===== src/tod_pkg.sv =====
// Types, command codes and constants of the 24-hour time-of-day clock.
// Used by every module of the block and by its checker.
package tod_pkg;

	typedef enum logic [2:0] {
		CMD_LOAD_HMS   = 3'd0,
		CMD_LOAD_TOTAL = 3'd1,
		CMD_SET_HOUR   = 3'd2,
		CMD_SET_MINUTE = 3'd3,
		CMD_SET_SECOND = 3'd4,
		CMD_INC        = 3'd5,
		CMD_DEC        = 3'd6,
		CMD_ADD        = 3'd7
	} cmd_t;

	typedef struct packed {
		cmd_t               cmd;
		logic [4:0]         hour_in;
		logic [5:0]         minute_in;
		logic [5:0]         second_in;
		logic signed [31:0] amount;
	} op_t;

	typedef struct packed {
		logic [4:0] hour_out;
		logic [5:0] minute_out;
		logic [5:0] second_out;
	} tod_t;

	typedef struct packed {
		logic [4:0] hour;
		logic [5:0] minute;
		logic [5:0] second;
	} hms_t;

	localparam logic [4:0] MAX_HOUR      = 5'd23;
	localparam logic [5:0] MAX_MIN       = 6'd59;
	localparam logic [5:0] MAX_SEC       = 6'd59;
	localparam logic [5:0] HOURS_PER_DAY = 6'd24;
	localparam logic [6:0] SECS_PER_MIN  = 7'd60;

	// 86400 = 128 * 675; 2^31 mod 86400 = 11648.
	localparam logic [16:0] SIGN_OFS_MOD  = 17'd11648;
	localparam logic [16:0] SIGN_OFS_COMP = 17'd74752;
	localparam logic [9:0]  DAY_ODD       = 10'd675;

	// Reciprocals: floor(x * RECIP >> SH) equals floor(x / divisor) over the operand range.
	localparam logic [25:0] RECIP_675   = 26'd50903317;
	localparam int          RECIP_675_SH = 35;
	localparam logic [18:0] RECIP_60_W  = 19'd279621;
	localparam int          RECIP_60_W_SH = 24;
	localparam logic [12:0] RECIP_60_N  = 13'd4370;
	localparam int          RECIP_60_N_SH = 18;

endpackage


===== src/time_of_day_clock_24h.sv =====
// Top level of the 24-hour time-of-day clock: amount reduction pipeline,
// time registers and result register. Depends on tod_pkg and tod_exec.
//
// The block keeps a time of day (hour, minute, second) and takes one command
// word per clock cycle on the op channel while op_stall is low; every command
// returns one word on the tod channel with the time after that command. A
// full rate of one word per cycle is sustained while tod_stall is low. Four
// stages ahead of the time registers reduce the signed 32-bit amount to
// floor-modulo one day and split it into hours, minutes and seconds using
// reciprocal multiplies; they never look at the time itself. The last stage
// adds that split amount to the time digit by digit (one carry chain through
// seconds, minutes and hours), so each word sees the time left by the word
// before it. Each stage advances whenever the stage after it is empty or
// moving, so bubbles collapse and new words are still taken while a finished
// result waits under tod_stall; op_stall rises only when every stage is full
// and the result is stalled.
module time_of_day_clock_24h import tod_pkg::*; (
	input  logic clk,
	input  logic arst_n,
	input  logic op_valid,
	output logic op_stall,
	input  op_t  op,
	output logic tod_valid,
	input  logic tod_stall,
	output tod_t tod
);

	// Command fields carried alongside the amount reduction.
	typedef struct packed {
		cmd_t       cmd;
		logic [4:0] hour_in;
		logic [5:0] minute_in;
		logic [5:0] second_in;
		logic       amt_neg;
	} ctl_t;

	// Stage valids and load enables.
	logic v_s1, v_s2, v_s3, v_s4, v_s5;
	logic ld_s1, ld_s2, ld_s3, ld_s4, ld_s5, ld_out;

	// Stage 1: input word.
	op_t         op_s1;
	logic [31:0] ofs_amt;
	logic [50:0] prod675;
	ctl_t        ctl_s1;

	// Stage 2: quotient by 675 of the upper amount bits.
	ctl_t        ctl_s2;
	logic [24:0] hi_s2;
	logic [6:0]  lo_s2;
	logic [15:0] q675_s2;
	logic [25:0] back675;
	logic [24:0] rem675;
	logic [16:0] ofs_mod;
	logic [16:0] day_mod;

	// Stage 3: amount modulo one day.
	ctl_t        ctl_s3;
	logic [16:0] day_s3;
	logic [35:0] prod_mt;

	// Stage 4: total minutes.
	ctl_t        ctl_s4;
	logic [16:0] day_s4;
	logic [10:0] mt_s4;
	logic [16:0] mt_back;
	logic [23:0] prod_h;

	// Stage 5: hours, total minutes, seconds.
	ctl_t        ctl_s5;
	logic [4:0]  hr_s5;
	logic [10:0] mt_s5;
	logic [5:0]  sec_s5;
	logic [10:0] hr_back;
	hms_t        amt_hms;

	// Time registers and result.
	hms_t        time_q;
	hms_t        time_nxt;
	logic        tod_valid_q;
	tod_t        tod_q;

	// Advance a stage when the one after it is empty or moving.
	assign ld_out = !tod_valid_q || !tod_stall;
	assign ld_s5  = !v_s5 || ld_out;
	assign ld_s4  = !v_s4 || ld_s5;
	assign ld_s3  = !v_s3 || ld_s4;
	assign ld_s2  = !v_s2 || ld_s3;
	assign ld_s1  = !v_s1 || ld_s2;
	assign op_stall = !ld_s1;

	// Stage 1: bias the amount to unsigned and take the upper 25 bits by 675.
	// 86400 = 128 * 675, so the low 7 bits pass through the modulo untouched.
	assign ofs_amt = {~op_s1.amount[31], op_s1.amount[30:0]};
	assign prod675 = 51'(ofs_amt[31:7]) * 51'(RECIP_675);
	assign ctl_s1  = '{cmd: op_s1.cmd, hour_in: op_s1.hour_in, minute_in: op_s1.minute_in,
		second_in: op_s1.second_in, amt_neg: op_s1.amount[31]};

	// Stage 2: remainder by 675, then undo the 2^31 bias modulo one day.
	assign back675 = 26'(q675_s2) * 26'(DAY_ODD);
	assign rem675  = hi_s2 - back675[24:0];
	assign ofs_mod = {rem675[9:0], lo_s2};
	assign day_mod = (ofs_mod >= SIGN_OFS_MOD) ? (ofs_mod - SIGN_OFS_MOD)
		: (ofs_mod + SIGN_OFS_COMP);

	// Stage 3: total minutes of the reduced amount.
	assign prod_mt = 36'(day_s3) * 36'(RECIP_60_W);

	// Stage 4: seconds digit and hours of the reduced amount.
	assign mt_back = 17'(mt_s4) * 17'(SECS_PER_MIN);
	assign prod_h  = 24'(mt_s4) * 24'(RECIP_60_N);

	// Stage 5: minutes digit, then apply the command to the time.
	assign hr_back = 11'(hr_s5) * 11'(SECS_PER_MIN);
	assign amt_hms = '{hour: hr_s5, minute: 6'(mt_s5 - hr_back), second: sec_s5};

	tod_exec u_exec (
		.cmd       (ctl_s5.cmd),
		.hour_in   (ctl_s5.hour_in),
		.minute_in (ctl_s5.minute_in),
		.second_in (ctl_s5.second_in),
		.amt_neg   (ctl_s5.amt_neg),
		.amt_hms   (amt_hms),
		.cur       (time_q),
		.nxt       (time_nxt)
	);

	// Control: stage valids, time, result valid.
	always_ff @(posedge clk or negedge arst_n) begin
		if (!arst_n) begin
			v_s1        <= 1'b0;
			v_s2        <= 1'b0;
			v_s3        <= 1'b0;
			v_s4        <= 1'b0;
			v_s5        <= 1'b0;
			tod_valid_q <= 1'b0;
			time_q      <= '0;
		end else begin
			if (ld_s1)
				v_s1 <= op_valid;
			if (ld_s2)
				v_s2 <= v_s1;
			if (ld_s3)
				v_s3 <= v_s2;
			if (ld_s4)
				v_s4 <= v_s3;
			if (ld_s5)
				v_s5 <= v_s4;
			if (ld_out) begin
				tod_valid_q <= v_s5;
				if (v_s5)
					time_q <= time_nxt;
			end
		end
	end

	// Payload: hold while stalled.
	always_ff @(posedge clk) begin
		if (ld_s1)
			op_s1 <= op;
		if (ld_s2) begin
			ctl_s2  <= ctl_s1;
			hi_s2   <= ofs_amt[31:7];
			lo_s2   <= ofs_amt[6:0];
			q675_s2 <= prod675[RECIP_675_SH +: 16];
		end
		if (ld_s3) begin
			ctl_s3 <= ctl_s2;
			day_s3 <= day_mod;
		end
		if (ld_s4) begin
			ctl_s4 <= ctl_s3;
			day_s4 <= day_s3;
			mt_s4  <= prod_mt[RECIP_60_W_SH +: 11];
		end
		if (ld_s5) begin
			ctl_s5 <= ctl_s4;
			hr_s5  <= prod_h[RECIP_60_N_SH +: 5];
			mt_s5  <= mt_s4;
			sec_s5 <= 6'(day_s4 - mt_back);
		end
		if (ld_out && v_s5)
			tod_q <= '{hour_out: time_nxt.hour, minute_out: time_nxt.minute,
				second_out: time_nxt.second};
	end

	assign tod_valid = tod_valid_q;
	assign tod       = tod_q;

endmodule


===== src/tod_exec.sv =====
// Execute step of the time-of-day clock: applies one command to the current time.
// Depends on tod_pkg.
module tod_exec import tod_pkg::*; (
	input  cmd_t       cmd,
	input  logic [4:0] hour_in,
	input  logic [5:0] minute_in,
	input  logic [5:0] second_in,
	input  logic       amt_neg,
	input  hms_t       amt_hms,
	input  hms_t       cur,
	output hms_t       nxt
);

	hms_t       delta;
	hms_t       sum;
	logic [6:0] s_sum;
	logic [6:0] m_sum;
	logic [5:0] h_sum;
	logic       c_s;
	logic       c_m;

	always_comb begin
		case (cmd)
			CMD_INC: delta = '{hour: 5'd0, minute: 6'd0, second: 6'd1};
			CMD_DEC: delta = '{hour: MAX_HOUR, minute: MAX_MIN, second: MAX_SEC};
			default: delta = amt_hms;
		endcase
	end

	// Mixed-radix add; both operands are below one day, so wrap at most once.
	always_comb begin
		s_sum = 7'(cur.second) + 7'(delta.second);
		c_s   = (s_sum >= SECS_PER_MIN);
		sum.second = c_s ? 6'(s_sum - SECS_PER_MIN) : s_sum[5:0];
		m_sum = 7'(cur.minute) + 7'(delta.minute) + 7'(c_s);
		c_m   = (m_sum >= SECS_PER_MIN);
		sum.minute = c_m ? 6'(m_sum - SECS_PER_MIN) : m_sum[5:0];
		h_sum = 6'(cur.hour) + 6'(delta.hour) + 6'(c_m);
		sum.hour = (h_sum >= HOURS_PER_DAY) ? 5'(h_sum - HOURS_PER_DAY) : h_sum[4:0];
	end

	always_comb begin
		nxt = cur;
		case (cmd)
			CMD_LOAD_HMS: begin
				if (hour_in > MAX_HOUR || minute_in > MAX_MIN || second_in > MAX_SEC)
					nxt = '0;
				else
					nxt = '{hour: hour_in, minute: minute_in, second: second_in};
			end
			CMD_LOAD_TOTAL: begin
				nxt = amt_neg ? hms_t'('0) : amt_hms;
			end
			CMD_SET_HOUR: begin
				if (hour_in <= MAX_HOUR)
					nxt.hour = hour_in;
			end
			CMD_SET_MINUTE: begin
				if (minute_in <= MAX_MIN)
					nxt.minute = minute_in;
			end
			CMD_SET_SECOND: begin
				if (second_in <= MAX_SEC)
					nxt.second = second_in;
			end
			CMD_INC, CMD_DEC, CMD_ADD: begin
				nxt = sum;
			end
			default: begin
				nxt = cur;
			end
		endcase
	end

endmodule


===== config.mk =====
export PLATFORM = sky130hd
export DESIGN_NAME = time_of_day_clock_24h
export DESIGN_NICKNAME = d
export VERILOG_FILES = /design/src/tod_pkg.sv /design/src/time_of_day_clock_24h.sv /design/src/tod_exec.sv
export SDC_FILE = /design/constraint.sdc
export NUM_CORES = 1
export LEC_CHECK = 0
export ABC_AREA = 1
export BUFFER_PORTS_ARGS = -buffer_cell sky130_fd_sc_hd__buf_2
export CAP_MARGIN = 15
export CORE_MARGIN = 4
export CORE_UTILIZATION = 40
export CTS_CLUSTER_SIZE = 8
export DETAILED_ROUTE_END_ITERATION = 6
export PLACE_DENSITY = 0.58
export SETUP_SLACK_MARGIN = 0.3
export SYNTH_ARGS = -nofsm -noshare
export SYNTH_HDL_FRONTEND = slang
export SYNTH_SLANG_ARGS = --single-unit

===== constraint.sdc =====
create_clock -name clk -period 5.9 [get_ports clk]
set_input_delay 0.295 -clock clk [delete_from_list [all_inputs] [get_ports clk]]
set_output_delay 0.295 -clock clk [all_outputs]
set_load 0.1 [all_outputs]

==> key figures <==
Yosys
  – Post-Synth Simple-Gate Area: 12.3%
  – Post-synth EDFFs: 231
  – XOR/XNOR Fraction of Synth Area: 2.23%
  – Largest family of logic cells by synthesized area: adder cells
  – Cell variety after synth: 47
  – Post-synthesis mux area share: 0%
  – Average size of a mapped cell: 9.90 um^2
  – Syn nets: 3325
  – Cell area after synthesis: 0.0254 mm^2
  – Post-synthesis adder-cell area fraction: 41.8%
  – Register area share after synthesis: 29.6%
  – Compound-Gate Fraction of Synth Area: 5.82%
  – Main synth FF type: edfxtp_1
  – Ys Warns: 0
  – Gate Count Post-Synth: 2567
  – Yosys reg bits: 254
  – Async SR Flop Fraction: 9.06%

Routing
  – Avg Vias per Cell: 4.97
  – DR pass1 iterations: 7
  – ANT nets after route: 0
  – Total number of vias: 18400
  – DR iter-0 viols: 890
  – Post-route DRC: 1
  – Drt total wl: 65.5 mm
  – Routed wire length per instance: 17.7 um

Layout
  – Layout cells sized above 1: 14.1%
  – Non-Filler Instances: 3696
  – Nets: 3582
  – Final Cell Area: 0.0301 mm^2
  – Synthesis-to-finish area growth: 18.5%
  – Final Util: 47.8%

Setup path
  – CP Capture Type: flop
  – Crit-path max FO: 5
  – Crit start category: flop
  – R2R Setup Slk: 0.25 ns
  – CP Data Required Time: 6.20 ns
  – Worst setup path class: flop to flop
  – WP data arrival: 5.95 ns

Floorplan
  – Core ar.: 0.0630 mm^2
  – I/O pin total: 75
  – Total die area: 0.0676 mm^2
  – FP Rows: 92
  – Die width: 260 um
  – Initial Util: 40.4%
  – Die height: 260 um

Timing
  – Final Skew: 0.0497 ns
  – Hold Violations, Final: 0
  – Max Slew Vio Count: 0
  – Slew @ Worst Pin: 0.861 ns
  – Final worst slack: 0.252 ns
  – Slew HR: 42.6%
  – Max Freq: 177 MHz
  – RSZ-0062 raised after global routing: true
  – Final min period: 5.65 ns
  – Crit share post-route: 95.7%
  – Final setup vio count: 0

Flow run
  – Max cap viols: 0

CTS
  – Clock Latency Late Sink: 0.57 ns
  – Inserted Clock Buffers: 39
  – CTS Buffer Depth: 3
  – CTS tree: built
  – Root Driver: clkbuf_16
  – Reg clk slew, reported paths: 0.06 ns
  – H-tree depth: 2
  – CTS Sinks: 254

Global routing
  – Initial antenna violation count: 0
  – First-pass GRT wire length: 104 mm
  – Total gr overflow: 0
  – Total Routing Usage GR: 19.5%
  – Vias in the first global route: 19400
  – Largest net degree at the start of global routing: 53

Placed design
  – Placed Instance Area: 0.0272 mm^2
  – Placer Congestion: 0.937
  – DP Cell Count: 3531
  – Place WS: -0.234 ns
  – HPWL Detailed: 53.1 mm
  – IO Port Bufs: 74

Run status
  – Status: finished, violations left
  – Failing checks: design-rule violations

Worst hold path
  – Hold WC Path Type: input pin to flop
state kept, by name (all words and copies together) (netlist names), 6 cells and up:
register,cells
ctl_s5,21
tod,17
ctl_s3,21
ctl_s4,21
mt_s5,6
lo_s2,7
ofs_amt,31
day_s3,17
time_q,17
day_s4,6
hi_s2,10
q675_s2,10
ctl_s1,21
sec_s5,6
ctl_s2,21
mt_s4,11
path summary, 6_finish.rpt:
path | startpoint | endpoint | cells after the start
setup / recovery | ofs_amt[25]$_DFFE_PN_ | q675_s2[6]$_DFFE_PP_ | 19
hold / removal | op[13] | ofs_amt[13]$_DFFE_PN_ | 1
setup reg to reg | ofs_amt[25]$_DFFE_PN_ | q675_s2[6]$_DFFE_PP_ | 19
hold reg to reg | ctl_s1[4]$_DFFE_PN_ | ctl_s2[4]$_DFFE_PP_ | 0
max in group asynchronous | arst_n | tod_valid$_DFFE_PN0N_ | 2
min in group asynchronous | arst_n | time_q[5]$_DFFE_PN0P_ | 2
cells in the mapped netlist, types with 4 or more instances:
cell type / n / area share, %
a21boi_0: 9 / 0.27
a21o_1: 13 / 0.38
a21oi_1: 111 / 2.2
a31oi_1: 11 / 0.27
clkbuf_1: 7 / 0.10
dfrtp_1: 23 / 2.3
edfxtp_1: 231 / 27
fa_1: 244 / 19
ha_1: 458 / 23
inv_1: 550 / 8.1
inv_2: 4 / 0.059
nand2_1: 386 / 5.7
nand2_2: 9 / 0.22
nand2_4: 5 / 0.22
nand3_1: 99 / 1.9
nand3b_1: 6 / 0.18
nand4_1: 22 / 0.54
nor2_1: 147 / 2.2
nor3_1: 22 / 0.43
nor4_1: 11 / 0.27
o211ai_1: 5 / 0.15
o21a_1: 7 / 0.21
o21ai_0: 76 / 1.5
o21bai_1: 14 / 0.41
o22ai_1: 4 / 0.098
or2_2: 4 / 0.098
xnor2_1: 22 / 0.76
xor2_1: 39 / 1.3
cells in the final DEF, fill, tap and decap left out, drive strengths merged, types with 2 or more instances in the layout:
cell	synthesis	final
a21boi	9	9
a21o	13	13
a21oi	113	113
a22oi	2	2
a31oi	11	11
and3	2	2
buf	0	169
clkbuf	7	59
clkinv	1	6
clkinvlp	0	2
dfrtp	23	23
dlygate4sd3	0	54
edfxtp	231	231
fa	244	244
ha	458	458
inv	554	553
nand2	400	400
nand3	101	101
nand3b	6	6
nand4	23	23
nor2	152	152
nor3	23	23
nor4	11	11
o2111ai	3	3
o211ai	5	5
o21a	7	7
o21ai	78	78
o21bai	14	14
o22ai	4	4
or2	5	5
xnor2	22	22
xor2	41	41
cell type report:
class                   instances  area (um^2)
clock buffers                  59         1060
flip-flops and latches        254         7510
clock inverters                 7          111
fillers                      5822        32800
multi-input cells            1751        16600
well taps                     846         1060
inverters                     555         2090
repair buffers                223         1700
diodes                          1         2.50
logic make-up (layout without fill, tap and decap cells):
group                    Yosys count  count (layout)
AND/OR/NAND/NOR                  725             725
adder cells (fa/ha/maj)          702             702
buffers and inverters            562             844
AO/OA/AOI/OAI                    261             261
flip-flops                       254             254
XOR/XNOR                          63              63
other                              0               1
through the flow:
step | TNS [ns] | hold WS [ns]
3_3_place_gp | -0.236 | 0.365
2_1_floorplan | -5.56 | -0.000591
3_5_place_dp | -0.443 | 0.361
6_report | 0 | 0.0368
5_1_grt | 0 | 0.0186
4_1_cts | 0 | 0.0251
what timing repair did:
item | in CTS | in global routing
buffers inserted | 25 | 19
gates cloned | 0 | 0
pin swaps | 41 | 60
endpoints found under the setup margin | 18 | 18
hold endpoints to repair | 76 | 0
hold buffers | 54 | 0
resized for setup | 82 | 109
critical path, cell delays in order, from the launching register on:
cell and delay, ns:
edfxtp_1 0.50, ha_2 0.26, fa_1 0.49, inv_2 0.04, fa_1 0.54, inv_2 0.04, fa_1 0.53, inv_1 0.05
fa_1 0.50, inv_2 0.05, fa_1 0.46, fa_2 0.50, ha_4 0.32, nand2_1 0.12, nor2_2 0.19, inv_2 0.09
nor4_4 0.28, nand4_1 0.18, nand3_2 0.16, xor2_2 0.08
per-layer routing:
layer	global-route usage [%]	part of all wire [%]	vias to the layer above
li1	-	-	8885
met1	25.0	44	8952
met2	34.3	49	415
met3	2.59	3.8	102
met4	6.05	3.1	0
met5	0	0	-
Power is not shown: default switching activity piles up to over one toggle a cycle in this logic, so the estimate is an artifact.
